--- src/rtl/core/assert_macros.svh ---
// Assertion macros shared by the sliding window median block.
// Depends on nothing; included by modules that carry assertions.
`ifndef ASSERT_MACROS_SVH
`define ASSERT_MACROS_SVH

// clocked assertion, disabled while reset is asserted
`define SWM_ASSERT(lbl, prop, msg) \
  lbl: assert property (@(posedge clk) disable iff (!rst_n) prop) else $error(msg);

// clocked implication, disabled while reset is asserted
`define SWM_ASSERT_IMP(lbl, ante, cons, msg) \
  lbl: assert property (@(posedge clk) disable iff (!rst_n) ante |-> cons) else $error(msg);

`endif

--- src/rtl/core/swm_pkg.sv ---
// Package for the sliding window median and cost block.
// Widths, cell record and control struct; used by all modules.
package swm_pkg;

  localparam int WIN_MAX  = 64;
  localparam int SAMPLE_W = 32;
  localparam int COST_W   = 38;
  localparam int IDX_W    = $clog2(WIN_MAX);
  localparam int CNT_W    = IDX_W + 1;

  typedef struct packed {
    logic [SAMPLE_W-1:0] val;
    logic [IDX_W-1:0]    age;
    logic                valid;
  } cell_t;

  typedef struct packed {
    logic clear;
    logic rem;
    logic ins;
    logic load;
    logic shift;
  } ctl_t;

endpackage

--- src/rtl/core/swm_cell.sv ---
// One cell of the sorted window chain: value, age tag, valid, readout tap.
// Depends on swm_pkg.
module swm_cell import swm_pkg::*; (
  input  logic                clk,
  input  logic                rst_n,
  input  ctl_t                ctl,
  input  logic [SAMPLE_W-1:0] sample,
  input  logic [IDX_W-1:0]    k_last,
  input  cell_t               left,
  input  logic                g_left,
  input  cell_t               right,
  input  logic                del_in,
  input  logic [SAMPLE_W-1:0] rd_right,
  output cell_t               cur,
  output logic                g,
  output logic                del_out,
  output logic [SAMPLE_W-1:0] rd
);

  cell_t               cell_r;
  logic [SAMPLE_W-1:0] rd_r;
  logic                rm_self;
  logic                sh_down;

  assign rm_self = ctl.rem & cell_r.valid & (cell_r.age == k_last);
  assign del_out = del_in | rm_self;
  assign sh_down = ctl.rem & del_out;
  assign g       = !cell_r.valid | (cell_r.val > sample);
  assign cur     = cell_r;
  assign rd      = rd_r;

  always_ff @(posedge clk) begin
    if (!rst_n) begin
      cell_r.valid <= 1'b0;
    end else if (ctl.clear) begin
      cell_r.valid <= 1'b0;
    end else if (sh_down) begin
      cell_r.valid <= right.valid;
    end else if (ctl.ins && g) begin
      cell_r.valid <= g_left ? left.valid : 1'b1;
    end
    if (sh_down) begin
      cell_r.val <= right.val;
      cell_r.age <= right.age;
    end else if (ctl.ins) begin
      if (g && g_left) begin
        cell_r.val <= left.val;
        cell_r.age <= left.age + 1'b1;
      end else if (g) begin
        cell_r.val <= sample;
        cell_r.age <= '0;
      end else begin
        cell_r.age <= cell_r.age + 1'b1;
      end
    end
    if (ctl.load) begin
      rd_r <= cell_r.val;
    end else if (ctl.shift) begin
      rd_r <= rd_right;
    end
  end

endmodule

--- config.mk ---
export PLATFORM = sky130hd
export DESIGN_NAME = swm_cell
export DESIGN_NICKNAME = d
export VERILOG_FILES = /design/src/rtl/core/assert_macros.svh /design/src/rtl/core/swm_pkg.sv /design/src/rtl/core/swm_cell.sv
export SDC_FILE = /design/constraint.sdc
export NUM_CORES = 1
export LEC_CHECK = 0
export BUFFER_PORTS_ARGS = -buffer_cell sky130_fd_sc_hd__buf_2
export CAP_MARGIN = 20
export CORE_ASPECT_RATIO = 0.6
export CORE_UTILIZATION = 50
export DETAILED_ROUTE_END_ITERATION = 10
export PLACE_DENSITY = 0.9
export SYNTH_ARGS = -nofsm -noshare
export SYNTH_HDL_FRONTEND = slang
export SYNTH_SLANG_ARGS = --single-unit
--- constraint.sdc ---
create_clock -name clk -period 6.4 [get_ports clk]
set_input_delay 0.96 -clock clk [delete_from_list [all_inputs] [get_ports clk]]
set_output_delay 0.96 -clock clk [all_outputs]
set_load 0.05 [all_outputs]
# Word-level counts from Yosys, hierarchy flattened
# Cells that the tools add are included.
# totals
latchBits	0
n_memories	0
romBits	0
wordCells	33
in_bits	157
ff_bits	71
output_inout_bits	73
mem_bits_rw	0
# classes
n_eq_ne	1
muxes	10
div	0
addsub	2
n_bitwise	6
n_reduce_logical	9
magnitude_cmp	1
n_mul	0
n_shift	0
# op_table
operator	count
38-bit two-way mux	3
32-bit two-way mux	3
32-bit greater-than comparator	1
6-bit by 1-bit adder with 6-bit output (second input constant)	2
6-bit == test	1
6-bit two-way mux	1
2-bit nonzero test	3
1-bit AND	3
1-bit two-way mux	3
3-bit nonzero test	1
1-bit logical AND	2
1-bit OR	2
2-bit AND reduction	1
2-bit OR reduction	1
1-bit zero test	1
1-bit NOT	1

# Longest topological paths before layout
# Gate-level depths: netlist of run 1.
# logic_depth
ltp_word	6
depth_mapped	10
mapped_depth_nobuf	9

# Worst setup path after synthesis of run 1
# No wires, ideal clock.
# synth_path
path_kind	in2reg
start	in sample[30]
end	reg cell_r, in the netlist cur[10] (enable)
path_buffers	1
cell_stages	10
setup_ns	0.388
path_slack_ns	2.610
arrival_time_ns	3.402
required_time_ns	6.012
path_cell_list	inv_1 > ha_1 > nand4_1 > or3_1 > o22ai_1 > o21ai_1 > buf_2 > and3_4 > inv_2 > a21o_1
# synth_via
elab_chain_cells	5
# synth_lines
item	line_no	source
start, declared	swm_cell.sv:7	input logic [SAMPLE_W-1:0] sample,
32-bit greater-than comparator (*)	swm_cell.sv:28	assign g = !cell_r.valid | (cell_r.val > sample);
1-bit OR (*)	swm_cell.sv:28	
named net g	swm_cell.sv:15	output logic g,
1-bit logical AND	swm_cell.sv:46	if (g && g_left) begin
3-bit nonzero test (no line) (*)	--	
2-bit AND reduction (no line) (*)	--	
end, declared	swm_cell.sv:20	cell_t cell_r;
# The timed path passes the listed nets; every way through them passes the cells marked *.
# A chain may end at the register's enable or synchronous reset.

# Worst setup path in the final report of run 1
# layout_path
start	in sample[15]
end	out g
# layout_via
elab_chain_cells	2
# layout_lines
item	line_no
32-bit greater-than comparator	swm_cell.sv:28
1-bit OR	swm_cell.sv:28
end, declared	swm_cell.sv:15
# Every way passes these cells.

==> impl_metrics.ini, run 1 <==
[grt]
grt_first_pass_wirelength_um = 22290
antenna_found_initial = 1
grt_pass1_vias = 4505
grt_usage = 0.2924
grt_max_degree = 78
overflow = 0

[hold_path]
hp-class = register to register

[layout]
fin_area_um2 = 6291
final_net_count = 841
syn2layout_area_growth_pct = 30.63
fin_cells = 785
drive_above_1_share = 0.4388

[yosys]
synth-edff-count = 70
synth_flop_cell = edfxtp_1
synthDistinctLibCells = 50
synth_cells = 434
synth-seq-cells = 71
synth_top_area_frac = 0.4365
yosysMostFrequentCell = edfxtp_1
synth_area_leaders = edfxtp_1, ha_1, mux2_2, o221a_1, o22ai_1
synth.largest_area_cell = edfxtp_1
syn_area_um2 = 4816
avgSynthCellArea_um2 = 11.10
ys_top_cells_by_count = edfxtp_1, nand2_1, ha_1, inv_1, o22ai_1
synth_nets = 625
synthArstFlopShare = 0
synth_warnings = 0
yosysSeqAreaShare = 0.4406

[sta]
whs_ns = 0.6231
fin_crit_sh = 0.7037
relSlewSlack = 0.3972
setup_tns_ns = 0
clock_skew_ns = 0.008044
finalMaxSlewViolations = 0
setup_slack_ns = 1.896
final-hold-violation-count = 0
fmax_ghz = 0.2220
rsz0062_at_grt = no
setup_violations = 0
fin_crit_ns = 4.504
worst_pin_slew_ns = 0.8982

[detailed_routing]
first_iter_violations = 455
vias = 4640
dr.pass1.iters = 5
ant_nets = 0
wl_per_cell_um = 18.47
drc = 0
drt_wl_total_um = 14500
via_per_inst = 5.911

[clock_network]
hold_buffers = 0
cts_htree_levels = 3
cts_tree = yes
ctsResizeCount = 0
cts_inserted_buffers = 9
clock-root-buffer = clkbuf_16
clock_sinks = 71
cts_setup_buffers = 0
clock_latency_ns = 0.32
clk_pin_slew_ns = 0.05
clock_path_buffers = 2

[worst_setup_path]
critPathCaptureType = output pin
startpoint_type = input pin
r2r_slack_ns = 2.69
worstPathRequired_ns = 5.44
crit_type = input pin to output pin
crit_arrival_ns = 3.54
crit_path_max_fanout = 11

[power]
powerDensity_nw_per_um2 = 263.8
ir_worst_vdd_uv = 179.7
power.leakage_nw = 2.831

[floorplanning]
rows = 27
die_x_um = 128.7
initial_core_util = 0.5203
chipHeight_um = 78.02
die_area_um2 = 10040
placeableCoreArea_um2 = 9256
ios = 230

[flow_run]
drv_cap = 0

[place]
post-place-cells = 768
placed_cell_area_um2 = 5993
numPortBuffers = 229
pre_cts_slack_ns = 1.972
place_hpwl_um = 10770
gp_congestion = 0.8966

[status]
outcome = completed
metal layers:
metal	up-vias	GRT usage	wire [µm]
met1	2173	0.3608	5812
li1	2152	-	-
met5	-	0	0
met3	25	0.07157	1392
met4	0	0.1012	259
met2	290	0.5011	7038
placed cells by master, fill, tap and decap left out, types with 5 or more instances in the layout:
master / netlist / routed
nand4_1: 8 / 8
xnor2_1: 6 / 6
a21o_1: 5 / 5
xor2_1: 8 / 8
buf_2: 7 / 229
o22ai_1: 33 / 33
nand2_1: 41 / 41
o21ai_1: 6 / 6
ha_1: 34 / 34
mux2_2: 32 / 32
o21ai_0: 31 / 31
inv_1: 34 / 34
edfxtp_1: 70 / 70
clkbuf_16: 0 / 9
nand3_1: 8 / 8
o221a_1: 32 / 32
a21oi_1: 11 / 11
worst paths after layout:
check | from | end | cells after the start
max | sample[15] | g | 10
min reg2reg | cur[11] | rd[4] | 1
max reg2reg | cur[22] | cur[21] | 7
min | cur[11] | rd[4] | 1
report_power, final:
part / leakage [nW] / switching, mW / internal, mW / total, mW
Clock: 0.137 / 0.177 / 0.298 / 0.475
Combinational: 1.97 / 0.376 / 0.181 / 0.557
Sequential: 0.719 / 0.0417 / 0.586 / 0.628
area by class of cell:
| cell class | count | area [µm²] |
|---|---|---|
| fill | 739 | 2965 |
| multi-input combinational | 300 | 2409 |
| sequential | 71 | 2122 |
| timing repair buffer | 233 | 1184 |
| clock buffer | 11 | 232.7 |
| tap | 130 | 162.7 |
| inverter | 35 | 131.4 |
| clock inverter | 4 | 47.55 |
| antenna | 1 | 2.502 |
through the flow:
step / power [mW] / utilization
final: 1.659 / 0.6796
after global routing: 1.728 / 0.6796
after CTS: 1.667 / 0.6778
after detailed placement: 1.187 / 0.6475
after global placement: 1.165 / 0.6475
after floorplan: 1.017 / -
registers in the layout, indices dropped and copies added, names as in the netlist:
signal and cells:
cur 39, rd 32
critical path, cell delays in order:
cell and delay (ns):
buf_2 0.10, inv_1 0.04, ha_1 0.33, nand4_1 0.28
nor4_1 0.59, nand2_1 0.11, o21ai_1 0.50, and3_4 0.36
inv_2 0.06, buf_2 0.21
cells by family (layout without fill, tap and decap cells):
logic type / count (synthesis) / after routing / synth area share
mux: 32 / 32 / 0.07483
fa+ha+maj: 34 / 34 / 0.08834
other cells: 0 / 1 / 0
compound gates: 143 / 143 / 0.2310
flops: 71 / 71 / 0.4406
xor+xnor: 14 / 14 / 0.02546
buf+inv: 63 / 283 / 0.05949
simple gates: 77 / 77 / 0.08028
Power figures use the tool's default switching activity.
==> inputs of run 2 (changes only) <==
--- a/config.mk
+++ b/config.mk
@@ -5,12 +5,13 @@
 export SDC_FILE = /design/constraint.sdc
 export NUM_CORES = 1
 export LEC_CHECK = 0
+export ABC_AREA = 1
 export BUFFER_PORTS_ARGS = -buffer_cell sky130_fd_sc_hd__buf_2
 export CAP_MARGIN = 20
 export CORE_ASPECT_RATIO = 0.6
-export CORE_UTILIZATION = 50
+export CORE_UTILIZATION = 43
 export DETAILED_ROUTE_END_ITERATION = 10
-export PLACE_DENSITY = 0.9
+export PLACE_DENSITY = 0.83
 export SYNTH_ARGS = -nofsm -noshare
 export SYNTH_HDL_FRONTEND = slang
 export SYNTH_SLANG_ARGS = --single-unit
==> constraint.sdc (replaced) <==
create_clock -name clk -period 3.6 [get_ports clk]
set_input_delay 0.54 -clock clk [delete_from_list [all_inputs] [get_ports clk]]
set_output_delay 0.54 -clock clk [all_outputs]
set_load 0.05 [all_outputs]
==> impl_metrics.ini, run 2 <==
[worst_setup_path]
startpoint_type = register
critPathCaptureType = output pin
crit_type = register to output pin
worstPathRequired_ns = 3.06
crit_path_max_fanout = 10
crit_arrival_ns = 2.32

[power]
power.switching_mw = 1.032
comb_power_share = 0.298
power_mw = 3.000
p_int_mw = 1.968
power.leakage_nw = 3.606
seq_power_share = 0.361
powerDensity_nw_per_um2 = 463.0
clkPwrFrac = 0.341
swShare = 0.3440
ir_worst_vdd_uv = 336.4

[yosys]
synth_warnings = 0
synthMuxAreaShare = 0
synth_fa_ha_area_frac = 0.08671
synth.largest_area_cell = edfxtp_1
ys_top_cells_by_count = nand2_1, inv_1, edfxtp_1
synth_top_family_by_area = simple AND/OR/NAND/NOR gates
avgSynthCellArea_um2 = 7.763
synth_nets = 823
yosysMostFrequentCell = nand2_1
synth_top_area_frac = 0.4285
synth_area_leaders = edfxtp_1, nand2_1, ha_1, nand3_1, inv_1
synth-seq-cells = 71
synthDistinctLibCells = 33
syn_area_um2 = 4906
synth_xor_area_frac = 0.01071
yosysSeqAreaShare = 0.4325
synthArstFlopShare = 0
synth_cells = 632
synth-edff-count = 70
synth_compound_area_frac = 0.03341
yosys.area_share.simple = 0.3305
synth_flop_cell = edfxtp_1

[layout]
final_cell_mix = nand2_1, buf_2, inv_1, edfxtp_1, nand3_1
drive_above_1_share = 0.3224
syn2layout_area_growth_pct = 32.06
multiInputGateArea_um2 = 2275
fill_cells = 988
final_net_count = 1042
antennaDiodeCount = 0
largest_reg_flops = 39
layout_commonest_cell = nand2_1
regArea_um2 = 2122

[clock_network]
clock-root-buffer = clkbuf_16
clk_pin_slew_ns = 0.06
cts_tree = yes
clock_sinks = 71
cts_inserted_buffers = 9
hold_buffers = 0
clock_latency_ns = 0.32
ctsResizeCount = 0
cts_htree_levels = 3
clock_path_buffers = 2
cts_setup_buffers = 0

[grt]
grt_first_pass_wirelength_um = 22740
grt_max_degree = 45
overflow = 0
grt_pass1_vias = 4655
antenna_found_initial = 0
grt_usage = 0.2483

[detailed_routing]
via_per_inst = 4.776
dr.pass1.iters = 5
drt_wl_total_um = 14180
ant_nets = 0
m1WireLength_um = 6451
wl_per_cell_um = 14.25
first_iter_violations = 237
routed.top_layer = met4
met2_wirelength_um = 6423
drc = 0
wl_met3_um = 1213
vias = 4752

[floorplanning]
chipHeight_um = 84.74
die_x_um = 139.9
placeableCoreArea_um2 = 10810
ios = 230
die_area_um2 = 11850
rows = 29
initial_core_util = 0.4537

[hold_path]
hp-class = input pin to register

[status]
outcome = completed

[sta]
finalMaxSlewViolations = 0
final-hold-violation-count = 0
worst_pin_slew_ns = 0.9067
fin_crit_ns = 2.858
setup_violations = 0
fmax_ghz = 0.3499
fin_crit_sh = 0.7939
rsz0062_at_grt = no
clock_skew_ns = 0.004424
setup_tns_ns = 0
relSlewSlack = 0.3955

[place]
gp_congestion = 0.8716
numPortBuffers = 229
place_hpwl_um = 10610

[flow_run]
drv_cap = 0
run 2: cell types whose count changed in the layout (fill, tap and decap cells not counted), moves of 8 or more:
cell	delta
mux2_2	-32
o21ai_0	-27
nor2_1	+8
nand3_2	+10
o22ai_1	-32
inv_1	+50
nand3_1	+61
o221a_1	-32
nand2_1	+226
run 2: power groups by stage:
stage	clock, mW	combinational [mW]	sequential (mW)
6_report	1.02	0.892	1.08
5_1_grt	1.07	0.980	1.09
4_1_cts	1.04	0.890	1.09
3_5_place_dp	0	0.887	1.10
3_3_place_gp	0	0.875	1.10
2_1_floorplan	0	0.327	1.40
run 2: per-stage QoR:
| step | setup WS, ns | hold slack [ns] | instances | utilization | area [µm²] |
|---|---|---|---|---|---|
| after global placement | 0.5682 | 0.5701 | 977 | 0.5627 | 6085 |
| after global routing | 0.4929 | 0.4837 | 995 | 0.5992 | 6479 |
| after floorplan | 0.1032 | 0.7186 | 632 | - | 4906 |
| after detailed placement | 0.5203 | 0.5655 | 978 | 0.5653 | 6112 |
| after CTS | 0.7173 | 0.4717 | 994 | 0.5966 | 6451 |
| final | 0.7420 | 0.4810 | 995 | 0.5992 | 6479 |
run 2: cell type report:
type	count	share of cell area
Tap cell	139	0.02684
Multi-Input combinational cell	444	0.3511
Sequential cell	71	0.3275
Clock buffer	11	0.03592
Timing Repair Buffer	235	0.1900
Inverter	90	0.05214
Clock inverter	5	0.01642
run 2: kinds of logic (layout without fill, tap and decap cells):
group / count (synthesis) / after routing
flops: 71 / 71
compound gates: 28 / 28
buf+inv: 117 / 341
xor+xnor: 6 / 6
fa+ha+maj: 34 / 34
simple gates: 376 / 376
run 2: worst paths after layout:
check / from / endpoint / slack (ns) / cells past startpoint
worst max-delay path: cur[14] / g / 0.74 / 12
worst max register to register: cur[14] / cur[22] / 0.84 / 13
worst min-delay path: rd_right[1] / rd[1] / 0.48 / 3
worst min register to register: cur[11] / rd[4] / 0.59 / 2
run 2: worst max-delay path: stages, from the launching register on:
cell and delay (ns):
edfxtp_1 0.44, ha_1 0.33, nand2_1 0.07, nor2_1 0.14
nand2_1 0.07, nand2_1 0.07, nand2_1 0.05, nand2_1 0.09
nand2_1 0.07, nand2_2 0.10, nand2_4 0.08, nand2_4 0.18
buf_2 0.31
run 2: layer usage:
layer | vias to the layer above | track usage
met5 | - | 0
met4 | 0 | 0.03896
met3 | 11 | 0.06047
met2 | 209 | 0.4245
met1 | 2075 | 0.3251
li1 | 2457 | -
